$ cat config.mk
export PLATFORM = sky130hd
export DESIGN_NAME = payload_signature_classifier_core
export DESIGN_NICKNAME = d
export VERILOG_FILES = /design/src/hdl/pscl_pkg.sv /design/src/hdl/payload_signature_classifier_core.sv /design/src/hdl/pscl_tracker.sv /design/src/hdl/pscl_out_stage.sv
export VERILOG_INCLUDE_DIRS = /design/src /design/src/hdl
export SDC_FILE = /design/constraint.sdc
export NUM_CORES = 1
export LEC_CHECK = 0
export ABC_CLOCK_PERIOD_IN_PS = 8800
export BUFFER_PORTS_ARGS = -buffer_cell sky130_fd_sc_hd__buf_2
export CAP_MARGIN = 10
export CELL_PAD_IN_SITES_DETAIL_PLACEMENT = 1
export CELL_PAD_IN_SITES_GLOBAL_PLACEMENT = 1
export CORE_ASPECT_RATIO = 1.1
export CORE_MARGIN = 10
export CORE_UTILIZATION = 52
export CTS_CLUSTER_DIAMETER = 150
export DETAILED_ROUTE_END_ITERATION = 7
export PLACE_DENSITY = 0.91
export REMOVE_ABC_BUFFERS = 1
export SLEW_MARGIN = 15
export SYNTH_ARGS = -nofsm -noshare
export SYNTH_HDL_FRONTEND = slang
export SYNTH_SLANG_ARGS = --single-unit
$ cat constraint.sdc
create_clock -name i_clk -period 8.8 [get_ports i_clk]
set_clock_uncertainty 0.1 [all_clocks]
set_input_delay 1.76 -clock i_clk [delete_from_list [all_inputs] [get_ports i_clk]]
set_output_delay 1.76 -clock i_clk [all_outputs]
set_load 0.01 [all_outputs]
$ cat src/hdl/payload_signature_classifier_core_defines.svh
// assertion macros for the payload signature classifier
`ifndef PAYLOAD_SIGNATURE_CLASSIFIER_CORE_DEFINES_SVH
`define PAYLOAD_SIGNATURE_CLASSIFIER_CORE_DEFINES_SVH

// condition in a cycle implies a check in the same cycle
`define PSCL_ASSERT_SAME(label, clk, rst_n, ante, cons) \
    label: assert property (@(posedge clk) disable iff (!(rst_n)) (ante) |-> (cons)) \
        else $error("pscl same-cycle check failed");

// condition in a cycle implies a check in the next cycle
`define PSCL_ASSERT_NEXT(label, clk, rst_n, ante, cons) \
    label: assert property (@(posedge clk) disable iff (!(rst_n)) (ante) |=> (cons)) \
        else $error("pscl next-cycle check failed");

`endif

$ cat src/hdl/pscl_pkg.sv
package pscl_pkg;

    // agent string classes
    typedef enum logic [1:0] {
        AGENT_UNKNOWN = 2'd0,
        AGENT_VALID   = 2'd1,
        AGENT_BOT     = 2'd2
    } t_agent;

    // one verdict beat
    typedef struct packed {
        logic       is_post_client;
        logic       is_get_endpoint;
        t_agent     agent_class;
        logic       oob_prefix;
        logic       tunnel_header_ok;
        logic [7:0] length_seen;
    } t_verdict;

    // request line patterns, left aligned in a 17-byte field
    localparam int unsigned PAT_MAX = 17;
    localparam int unsigned PAT_W   = 8 * PAT_MAX;

    localparam logic [PAT_W-1:0] POST_PAT = {"POST /client", 40'h0};
    localparam logic [PAT_W-1:0] INFO_PAT = {"GET /info.json", 24'h0};
    localparam logic [PAT_W-1:0] DYN_PAT  = "GET /dynamic.json";
    localparam logic [PAT_W-1:0] PLY_PAT  = "GET /players.json";

    localparam logic [7:0] POST_LEN = 8'd12;
    localparam logic [7:0] INFO_LEN = 8'd14;
    localparam logic [7:0] DYN_LEN  = 8'd17;
    localparam logic [7:0] PLY_LEN  = 8'd17;

    // minimum payload lengths for a pattern verdict
    localparam logic [7:0] POST_MIN = 8'd12;
    localparam logic [7:0] INFO_MIN = 8'd15;
    localparam logic [7:0] DYN_MIN  = 8'd18;
    localparam logic [7:0] PLY_MIN  = 8'd18;

    // agent needle, oldest byte in the top lane
    localparam int unsigned NEEDLE_BYTES = 10;
    localparam int unsigned WIN_DEPTH    = NEEDLE_BYTES - 1;
    localparam int unsigned WIN_BITS     = 8 * WIN_DEPTH;
    localparam logic [WIN_BITS-1:0] AGENT_NEEDLE = 72'h43_69_74_69_7a_65_6e_46_58;

    localparam logic [7:0] CHAR_SLASH = 8'h2f;
    localparam logic [7:0] CHAR_CR    = 8'h0d;

    // out-of-band prefix
    localparam logic [7:0] OOB_BYTE = 8'hff;
    localparam logic [7:0] OOB_LEN  = 8'd4;

    // tunnel header fields
    localparam logic [7:0] TIME_FLAG     = 8'h80;
    localparam logic [7:0] CMD_OFF_SHORT = 8'd2;
    localparam logic [7:0] CMD_OFF_LONG  = 8'd4;
    localparam logic [7:0] TUN_END_SHORT = 8'd6;
    localparam logic [7:0] TUN_END_LONG  = 8'd8;
    localparam logic [7:0] TYPE_MASK     = 8'h0f;
    localparam logic [7:0] FLAG_MASK     = 8'hf0;
    localparam logic [7:0] FLAG_ALLOWED  = 8'hc0;
    localparam logic [7:0] TYPE_MIN      = 8'd1;
    localparam logic [7:0] TYPE_MAX      = 8'd12;

    localparam logic [7:0] IDX_MAX = 8'hff;

    // byte of a pattern at an offset below PAT_MAX
    function automatic logic [7:0] pat_byte(input logic [PAT_W-1:0] pat,
                                            input logic [4:0] idx);
        return pat[8 * (PAT_MAX - 1 - int'(idx)) +: 8];
    endfunction

endpackage

$ cat src/hdl/payload_signature_classifier_core.sv
// path: a closing beat is accepted into the input register, and its verdict is formed from
// there and loaded into the verdict register
// throughput: one beat per cycle, closing beats included; a closing beat waits in
// the input register only while the verdict register is full and the receiver stalls
// reset: synchronous active low; clears the valid flags and all per-payload state
module payload_signature_classifier_core #(
    parameter int unsigned SCAN_LIMIT = 128
) (
    input  logic       i_clk,
    input  logic       i_rst_n,
    input  logic       i_in_valid,
    output logic       o_in_ready,
    input  logic       i_has_byte,
    input  logic [7:0] i_payload_byte,
    input  logic       i_last_byte,
    output logic       o_out_valid,
    input  logic       i_out_ready,
    output logic       o_is_post_client,
    output logic       o_is_get_endpoint,
    output logic [1:0] o_agent_class,
    output logic       o_oob_prefix,
    output logic       o_tunnel_header_ok,
    output logic [7:0] o_length_seen
);
    import pscl_pkg::*;

`include "payload_signature_classifier_core_defines.svh"

    logic       r_in_valid, n_in_valid;
    logic       r_has;
    logic [7:0] r_byte;
    logic       r_last;
    logic       closes;
    logic       advance;
    logic       out_free;
    logic       accept;
    t_verdict   verdict;
    t_verdict   out_verdict;

    // input register handshake
    assign closes     = !r_has || r_last;
    assign advance    = r_in_valid && (!closes || out_free);
    assign o_in_ready = !r_in_valid || advance;
    assign accept     = i_in_valid && o_in_ready;

    always_comb begin
        n_in_valid = r_in_valid;
        if (accept) begin
            n_in_valid = 1'b1;
        end else if (advance) begin
            n_in_valid = 1'b0;
        end
    end

    always_ff @(posedge i_clk) begin
        if (!i_rst_n) begin
            r_in_valid <= 1'b0;
        end else begin
            r_in_valid <= n_in_valid;
        end
    end

    always_ff @(posedge i_clk) begin
        if (accept) begin
            r_has  <= i_has_byte;
            r_byte <= i_payload_byte;
            r_last <= i_last_byte;
        end
    end

    // per-payload pattern state
    pscl_tracker #(
        .SCAN_LIMIT(SCAN_LIMIT)
    ) u_tracker (
        .i_clk     (i_clk),
        .i_rst_n   (i_rst_n),
        .i_step    (advance),
        .i_has     (r_has),
        .i_byte    (r_byte),
        .i_last    (r_last),
        .o_verdict (verdict)
    );

    // verdict register
    pscl_out_stage u_out_stage (
        .i_clk     (i_clk),
        .i_rst_n   (i_rst_n),
        .i_load    (advance && closes),
        .i_verdict (verdict),
        .i_ready   (i_out_ready),
        .o_valid   (o_out_valid),
        .o_verdict (out_verdict),
        .o_free    (out_free)
    );

    assign o_is_post_client   = out_verdict.is_post_client;
    assign o_is_get_endpoint  = out_verdict.is_get_endpoint;
    assign o_agent_class      = out_verdict.agent_class;
    assign o_oob_prefix       = out_verdict.oob_prefix;
    assign o_tunnel_header_ok = out_verdict.tunnel_header_ok;
    assign o_length_seen      = out_verdict.length_seen;

    // checks
    `PSCL_ASSERT_NEXT(a_close_gives_verdict, i_clk, i_rst_n, advance && closes, o_out_valid)
    `PSCL_ASSERT_NEXT(a_mid_no_verdict, i_clk, i_rst_n, advance && !closes, !$rose(o_out_valid))
    `PSCL_ASSERT_NEXT(a_held_beat_kept, i_clk, i_rst_n, r_in_valid && !advance, r_in_valid)
    `PSCL_ASSERT_SAME(a_oob_needs_len, i_clk, i_rst_n, o_out_valid && o_oob_prefix,
                      o_length_seen >= OOB_LEN)

endmodule

$ cat src/hdl/pscl_tracker.sv
module pscl_tracker #(
    parameter int unsigned SCAN_LIMIT = 128
) (
    input  logic              i_clk,
    input  logic              i_rst_n,
    input  logic              i_step,
    input  logic              i_has,
    input  logic [7:0]        i_byte,
    input  logic              i_last,
    output pscl_pkg::t_verdict o_verdict
);
    import pscl_pkg::*;

    logic [7:0]          r_idx, n_idx, upd_idx;
    logic [WIN_BITS-1:0] r_win, n_win, upd_win;
    logic                r_post, n_post, upd_post;
    logic                r_info, n_info, upd_info;
    logic                r_dyn, n_dyn, upd_dyn;
    logic                r_ply, n_ply, upd_ply;
    t_agent              r_agent, n_agent, upd_agent;
    logic                r_decided, n_decided, upd_decided;
    logic                r_ff, n_ff, upd_ff;
    logic                r_tfp, n_tfp, upd_tfp;
    logic                r_cmd, n_cmd, upd_cmd;
    logic [4:0]          pidx;
    logic [7:0]          cmd_off;
    logic [7:0]          cmd_kind;
    logic                closes;
    logic                post_ok;

    // state after taking the current byte
    always_comb begin
        pidx        = (r_idx < 8'(PAT_MAX)) ? r_idx[4:0] : 5'(PAT_MAX - 1);
        upd_idx     = r_idx;
        upd_win     = r_win;
        upd_post    = r_post;
        upd_info    = r_info;
        upd_dyn     = r_dyn;
        upd_ply     = r_ply;
        upd_agent   = r_agent;
        upd_decided = r_decided;
        upd_ff      = r_ff;
        upd_tfp     = r_tfp;
        upd_cmd     = r_cmd;
        cmd_kind    = i_byte & TYPE_MASK;
        cmd_off     = CMD_OFF_SHORT;
        if (i_has) begin
            // prefix pattern tracking
            if ((r_idx < POST_LEN) && (pat_byte(POST_PAT, pidx) != i_byte)) upd_post = 1'b0;
            if ((r_idx < INFO_LEN) && (pat_byte(INFO_PAT, pidx) != i_byte)) upd_info = 1'b0;
            if ((r_idx < DYN_LEN) && (pat_byte(DYN_PAT, pidx) != i_byte))   upd_dyn  = 1'b0;
            if ((r_idx < PLY_LEN) && (pat_byte(PLY_PAT, pidx) != i_byte))   upd_ply  = 1'b0;

            // out-of-band prefix
            if ((r_idx < OOB_LEN) && (i_byte != OOB_BYTE)) upd_ff = 1'b0;

            // tunnel header
            if (r_idx == 8'd0) upd_tfp = (i_byte & TIME_FLAG) != 8'd0;
            cmd_off = upd_tfp ? CMD_OFF_LONG : CMD_OFF_SHORT;
            if (r_idx == cmd_off) begin
                upd_cmd = (cmd_kind >= TYPE_MIN) && (cmd_kind <= TYPE_MAX) &&
                          ((i_byte & FLAG_MASK & ~FLAG_ALLOWED) == 8'd0);
            end

            // agent needle ends in the window, this byte follows it
            if (!r_decided && (r_idx >= 8'(WIN_DEPTH)) && (r_idx < 8'(SCAN_LIMIT)) &&
                (r_win == AGENT_NEEDLE)) begin
                upd_decided = 1'b1;
                if (i_byte == CHAR_SLASH) begin
                    upd_agent = AGENT_VALID;
                end else if (i_byte == CHAR_CR) begin
                    upd_agent = AGENT_BOT;
                end else begin
                    upd_agent = AGENT_UNKNOWN;
                end
            end

            upd_win = {r_win[WIN_BITS-9:0], i_byte};
            if (r_idx != IDX_MAX) upd_idx = r_idx + 8'd1;
        end
    end

    // verdict from the updated state
    always_comb begin
        post_ok                    = upd_post && (upd_idx >= POST_MIN);
        o_verdict.is_post_client   = post_ok;
        o_verdict.is_get_endpoint  = !post_ok &&
                                     ((upd_info && (upd_idx >= INFO_MIN)) ||
                                      (upd_dyn && (upd_idx >= DYN_MIN)) ||
                                      (upd_ply && (upd_idx >= PLY_MIN)));
        o_verdict.agent_class      = upd_agent;
        o_verdict.oob_prefix       = upd_ff && (upd_idx >= OOB_LEN);
        o_verdict.tunnel_header_ok = upd_cmd &&
                                     (upd_idx >= (upd_tfp ? TUN_END_LONG : TUN_END_SHORT));
        o_verdict.length_seen      = upd_idx;
    end

    // clear per-payload state once a verdict goes out
    always_comb begin
        closes = !i_has || i_last;
        if (closes) begin
            n_idx     = 8'd0;
            n_win     = '0;
            n_post    = 1'b1;
            n_info    = 1'b1;
            n_dyn     = 1'b1;
            n_ply     = 1'b1;
            n_agent   = AGENT_UNKNOWN;
            n_decided = 1'b0;
            n_ff      = 1'b1;
            n_tfp     = 1'b0;
            n_cmd     = 1'b0;
        end else begin
            n_idx     = upd_idx;
            n_win     = upd_win;
            n_post    = upd_post;
            n_info    = upd_info;
            n_dyn     = upd_dyn;
            n_ply     = upd_ply;
            n_agent   = upd_agent;
            n_decided = upd_decided;
            n_ff      = upd_ff;
            n_tfp     = upd_tfp;
            n_cmd     = upd_cmd;
        end
    end

    // state registers
    always_ff @(posedge i_clk) begin
        if (!i_rst_n) begin
            r_idx     <= 8'd0;
            r_win     <= '0;
            r_post    <= 1'b1;
            r_info    <= 1'b1;
            r_dyn     <= 1'b1;
            r_ply     <= 1'b1;
            r_agent   <= AGENT_UNKNOWN;
            r_decided <= 1'b0;
            r_ff      <= 1'b1;
            r_tfp     <= 1'b0;
            r_cmd     <= 1'b0;
        end else if (i_step) begin
            r_idx     <= n_idx;
            r_win     <= n_win;
            r_post    <= n_post;
            r_info    <= n_info;
            r_dyn     <= n_dyn;
            r_ply     <= n_ply;
            r_agent   <= n_agent;
            r_decided <= n_decided;
            r_ff      <= n_ff;
            r_tfp     <= n_tfp;
            r_cmd     <= n_cmd;
        end
    end

endmodule

$ cat src/hdl/pscl_out_stage.sv
module pscl_out_stage (
    input  logic               i_clk,
    input  logic               i_rst_n,
    input  logic               i_load,
    input  pscl_pkg::t_verdict i_verdict,
    input  logic               i_ready,
    output logic               o_valid,
    output pscl_pkg::t_verdict o_verdict,
    output logic               o_free
);
    import pscl_pkg::*;

    logic     r_valid, n_valid;
    t_verdict r_verdict;

    // slot opens when empty or when the held beat leaves this cycle
    assign o_free = !r_valid || i_ready;

    always_comb begin
        n_valid = r_valid;
        if (i_load) begin
            n_valid = 1'b1;
        end else if (i_ready) begin
            n_valid = 1'b0;
        end
    end

    always_ff @(posedge i_clk) begin
        if (!i_rst_n) begin
            r_valid <= 1'b0;
        end else begin
            r_valid <= n_valid;
        end
    end

    // verdict payload
    always_ff @(posedge i_clk) begin
        if (i_load) begin
            r_verdict <= i_verdict;
        end
    end

    assign o_valid   = r_valid;
    assign o_verdict = r_verdict;

endmodule
==> metrics.yaml <==
status: "finished, final reports clean"
cts_max_level: 4
max-slew-margin-rel: 0.330
crit_path_kind: "register to register"
drive_above_1_share: 0.147
distinct_cell_type_count_of_the_synthesized_netlist: 86
grt_overflow: 0
finalWorstSetupSlack_ns: 2.64
grt_antenna_before_repair: 0
synth_async_sr_flop_share: 0
detail_route.wirelength_um: 23500
worstSetupEndpointType: "register"
fp.coreArea_um2: 12600
reg2reg_to: "u_out_stage.o_verdict[12]$_DFFE_PP_"
fp.dieH_um: 139
critPathMaxStageDelay_ns: 0.98
worstPathRequired_ns: 8.83
maxCapViolations: 0
crit_start: "u_tracker.r_idx[0]$_SDFFE_PN0P_"
synth_cells: 744
drt-met1-wl_um: 9690
finalSetupViolations: 0
boundaryPins: 30
worstSetupEndpoint: "u_out_stage.o_verdict[12]$_DFFE_PP_"
clk_pin_slew_ns: 0.06
timing.fmax_mhz: 162
ctsHoldBuffers: 0
number_of_global_route_vias_before_repair: 6329
drt-initial-drc-count: 842
critical_path_arrival_ns: 6.19
hold_depth: 1
floorplan.die_area_um2: 17700
port_buffers: 29
crit_path_max_fanout: 29
post_synth.cell_area_avg_um2: 8.94
core.rowCount: 43
postSynthRegisterBits: 116
gp_congestion: 0.939
synthesis.area_um2: 6650
rrSetupSlack_ns: 2.64
ir_drop_uv: 167
power.leakage_nw: 2.44
postCtsSetupRepairBufs: 0
viasPerCell: 7.02
cp_slowest_cell: "ha_1"
total_power_per_unit_cell_area_nw_per_um2: 182
synth-edff-count: 24
die-width_um: 128
clock_network_latency_to_the_later_pin_of_the_worst_skew_pair_ns: 0.42
ant_nets: 0
finalCoreUtilization: 0.584
routed.top_layer: "met4"
ys.warnings.count: 0
layout-area-overhead-vs-synth_pct: 10.6
iteration_count_of_the_initial_detailed_routing_pass: 6
tritoncts: "built"
timing.hold.worst.start: "u_tracker.r_post$_SDFFE_PN1P_"
tritoncts.num_buffers: 17
slew_violations: 0
hold_ws_ns: 0.365
final_net_count: 756
via_count_of_the_routed_design: 6351
track_usage: 0.258
dp_slack_ns: 2.87
routedWlPerCell_um: 26.0
diodes: 0
grt_pass1_wl_um: 36700
wl_met2_um: 11400
fin_crit_ns: 6.16
seq_area_frac_synth: 0.385
finalSetupTns_ns: 0
largest_net_degree_at_the_start_of_global_routing: 88
startpoint_type: "register"
path_cells: "buf_4 -> inv_1 -> ha_1 -> or3b_1 -> a21oi_2 -> nand2_1 -> ha_1 -> inv_1 -> nor3_1 -> nand3_1 -> and3_1 -> nor4_1 -> o22ai_2 -> o32ai_1 -> o32ai_1"
r2r.worst_path.cells: 15
worst_hold_path_type: "register to register"
place.detailed.hpwl_um: 15000
timing_worst_slew_pin_value_ns: 1.00
final.period_utilization: 0.700
postCtsResizedCells: 0
grt_setup_unrepaired: "false"
timing_hold_violations_final: 0
rr_startpoint: "u_tracker.r_idx[0]$_SDFFE_PN0P_"
drc_errors: 0
clk_path_buf_depth: 2
cts.sink_count: 116
dominantRegCellSynth: "dfxtp_1"
start_util: 0.528
clock_tree.root_cell: "clkbuf_16"
wl_met3_um: 1870
## synth_stat cells, types with 5 or more instances
library cell / n / area share
dfxtp_1: 92 / 0.28
nor2b_1: 85 / 0.080
a22oi_1: 82 / 0.093
clkbuf_1: 40 / 0.023
nor2_1: 33 / 0.019
nand2_1: 32 / 0.018
a21oi_1: 30 / 0.023
o21ai_0: 28 / 0.021
edfxtp_1: 24 / 0.11
nor3_1: 24 / 0.018
nand3_1: 22 / 0.017
inv_1: 18 / 0.010
nand4_1: 13 / 0.012
buf_2: 12 / 0.0090
and3_1: 9 / 0.0085
nor4_1: 9 / 0.0085
xnor2_1: 9 / 0.012
a211oi_1: 8 / 0.0090
and2_1: 8 / 0.0075
nor4bb_1: 8 / 0.012
a31oi_1: 7 / 0.0066
ha_1: 7 / 0.013
buf_1: 6 / 0.0034
o22ai_1: 6 / 0.0056
a21boi_0: 5 / 0.0056
buf_6: 5 / 0.0085
mux2i_1: 5 / 0.0075
o211ai_1: 5 / 0.0056
o31ai_1: 5 / 0.0056
## logic make-up (layout without fill, tap and decap cells)
group | count (synthesis) | count (layout) | share of synthesized area
and+or+nand+nor | 279 | 279 | 0.251
AOI/OAI and AO/OA | 237 | 237 | 0.265
DFF | 116 | 116 | 0.385
buffers and inverters | 84 | 88 | 0.0564
xor gates and xnor gates | 13 | 13 | 0.0171
adders and majority gates | 8 | 8 | 0.0149
muxes | 7 | 7 | 0.0109
## worst min-delay path by stage
stage / to / slack, ns
finish: u_tracker.r_post$_SDFFE_PN1P_ / 0.37
global route: u_tracker.r_post$_SDFFE_PN1P_ / 0.40
CTS: u_tracker.r_post$_SDFFE_PN1P_ / 0.36
detailed placement: u_tracker.r_post$_SDFFE_PN1P_ / 0.35
global placement: u_tracker.r_post$_SDFFE_PN1P_ / 0.34
floorplan: u_tracker.r_post$_SDFFE_PN1P_ / 0.32
## registers in the layout, summed over array words and instances, names as in the netlist, 2 cells and up
name and count:
u_tracker.r_agent 2, u_tracker.r_win 72, u_tracker.r_idx 8, u_out_stage.o_verdict 14
r_byte 8
## worst max-delay path, delay by kind of cell (launching register included)
kind            cells  cell delay, ns
fa+ha+maj           2            1.26
compound gates      4            1.08
flops               1            0.30
buf+inv             3            1.05
simple gates        6            2.09
## power by group
part           switching, mW  total [mW]  internal, mW
logic                 0.0578      0.0872        0.0294
clock network          0.259       0.688         0.429
registers             0.0120       0.562         0.550
total                  0.329        1.34          1.01
## metrics by stage
| step | power, mW | cell area, um^2 | std cells |
|---|---|---|---|
| after CTS | 1.34 | 7350 | 905 |
| after global routing | 1.37 | 7360 | 905 |
| final | 1.34 | 7360 | 905 |
| after detailed placement | 0.656 | 6760 | 873 |
| after floorplan | 0.622 | 6350 | 679 |
| after global placement | 0.654 | 6760 | 873 |
## cells in the final DEF (no fill, tap or decap), drive strengths merged, types with 6 or more instances in the layout
cell    Yosys  layout
xnor2       9       9
nor4       12      12
o31ai       6       6
nand2      34      34
nor2       33      33
and3        9       9
a22oi      82      82
inv        19      21
buf        25      37
ha          7       7
nand4      13      13
a21oi      35      35
nor3       27      27
and2        8       8
edfxtp     24      24
o21ai      34      34
o22ai       8       8
a31oi       7       7
clkbuf     40      21
dfxtp      92      92
nand3      24      24
nor2b      85      85
a21boi      7       7
nor4bb      8       8
a211oi     10      10
clkinv      0       8
## layer usage
layer  global-route usage  vias to the layer above
li1                     -                     2789
met1                0.322                     3190
met2                0.421                      324
met3               0.0681                       48
met4               0.0813                        0
met5                    0                        -
## cell type report
cell class,instances,area [um^2]
inverters,19,71.3
fillers,1414,5230
clock buffers,21,493
repair buffers,37,205
well taps,157,196
flip-flops and latches,116,2560
clock inverters,11,96.3
multi-input cells,544,3730
(Power assumes the default switching activity.)
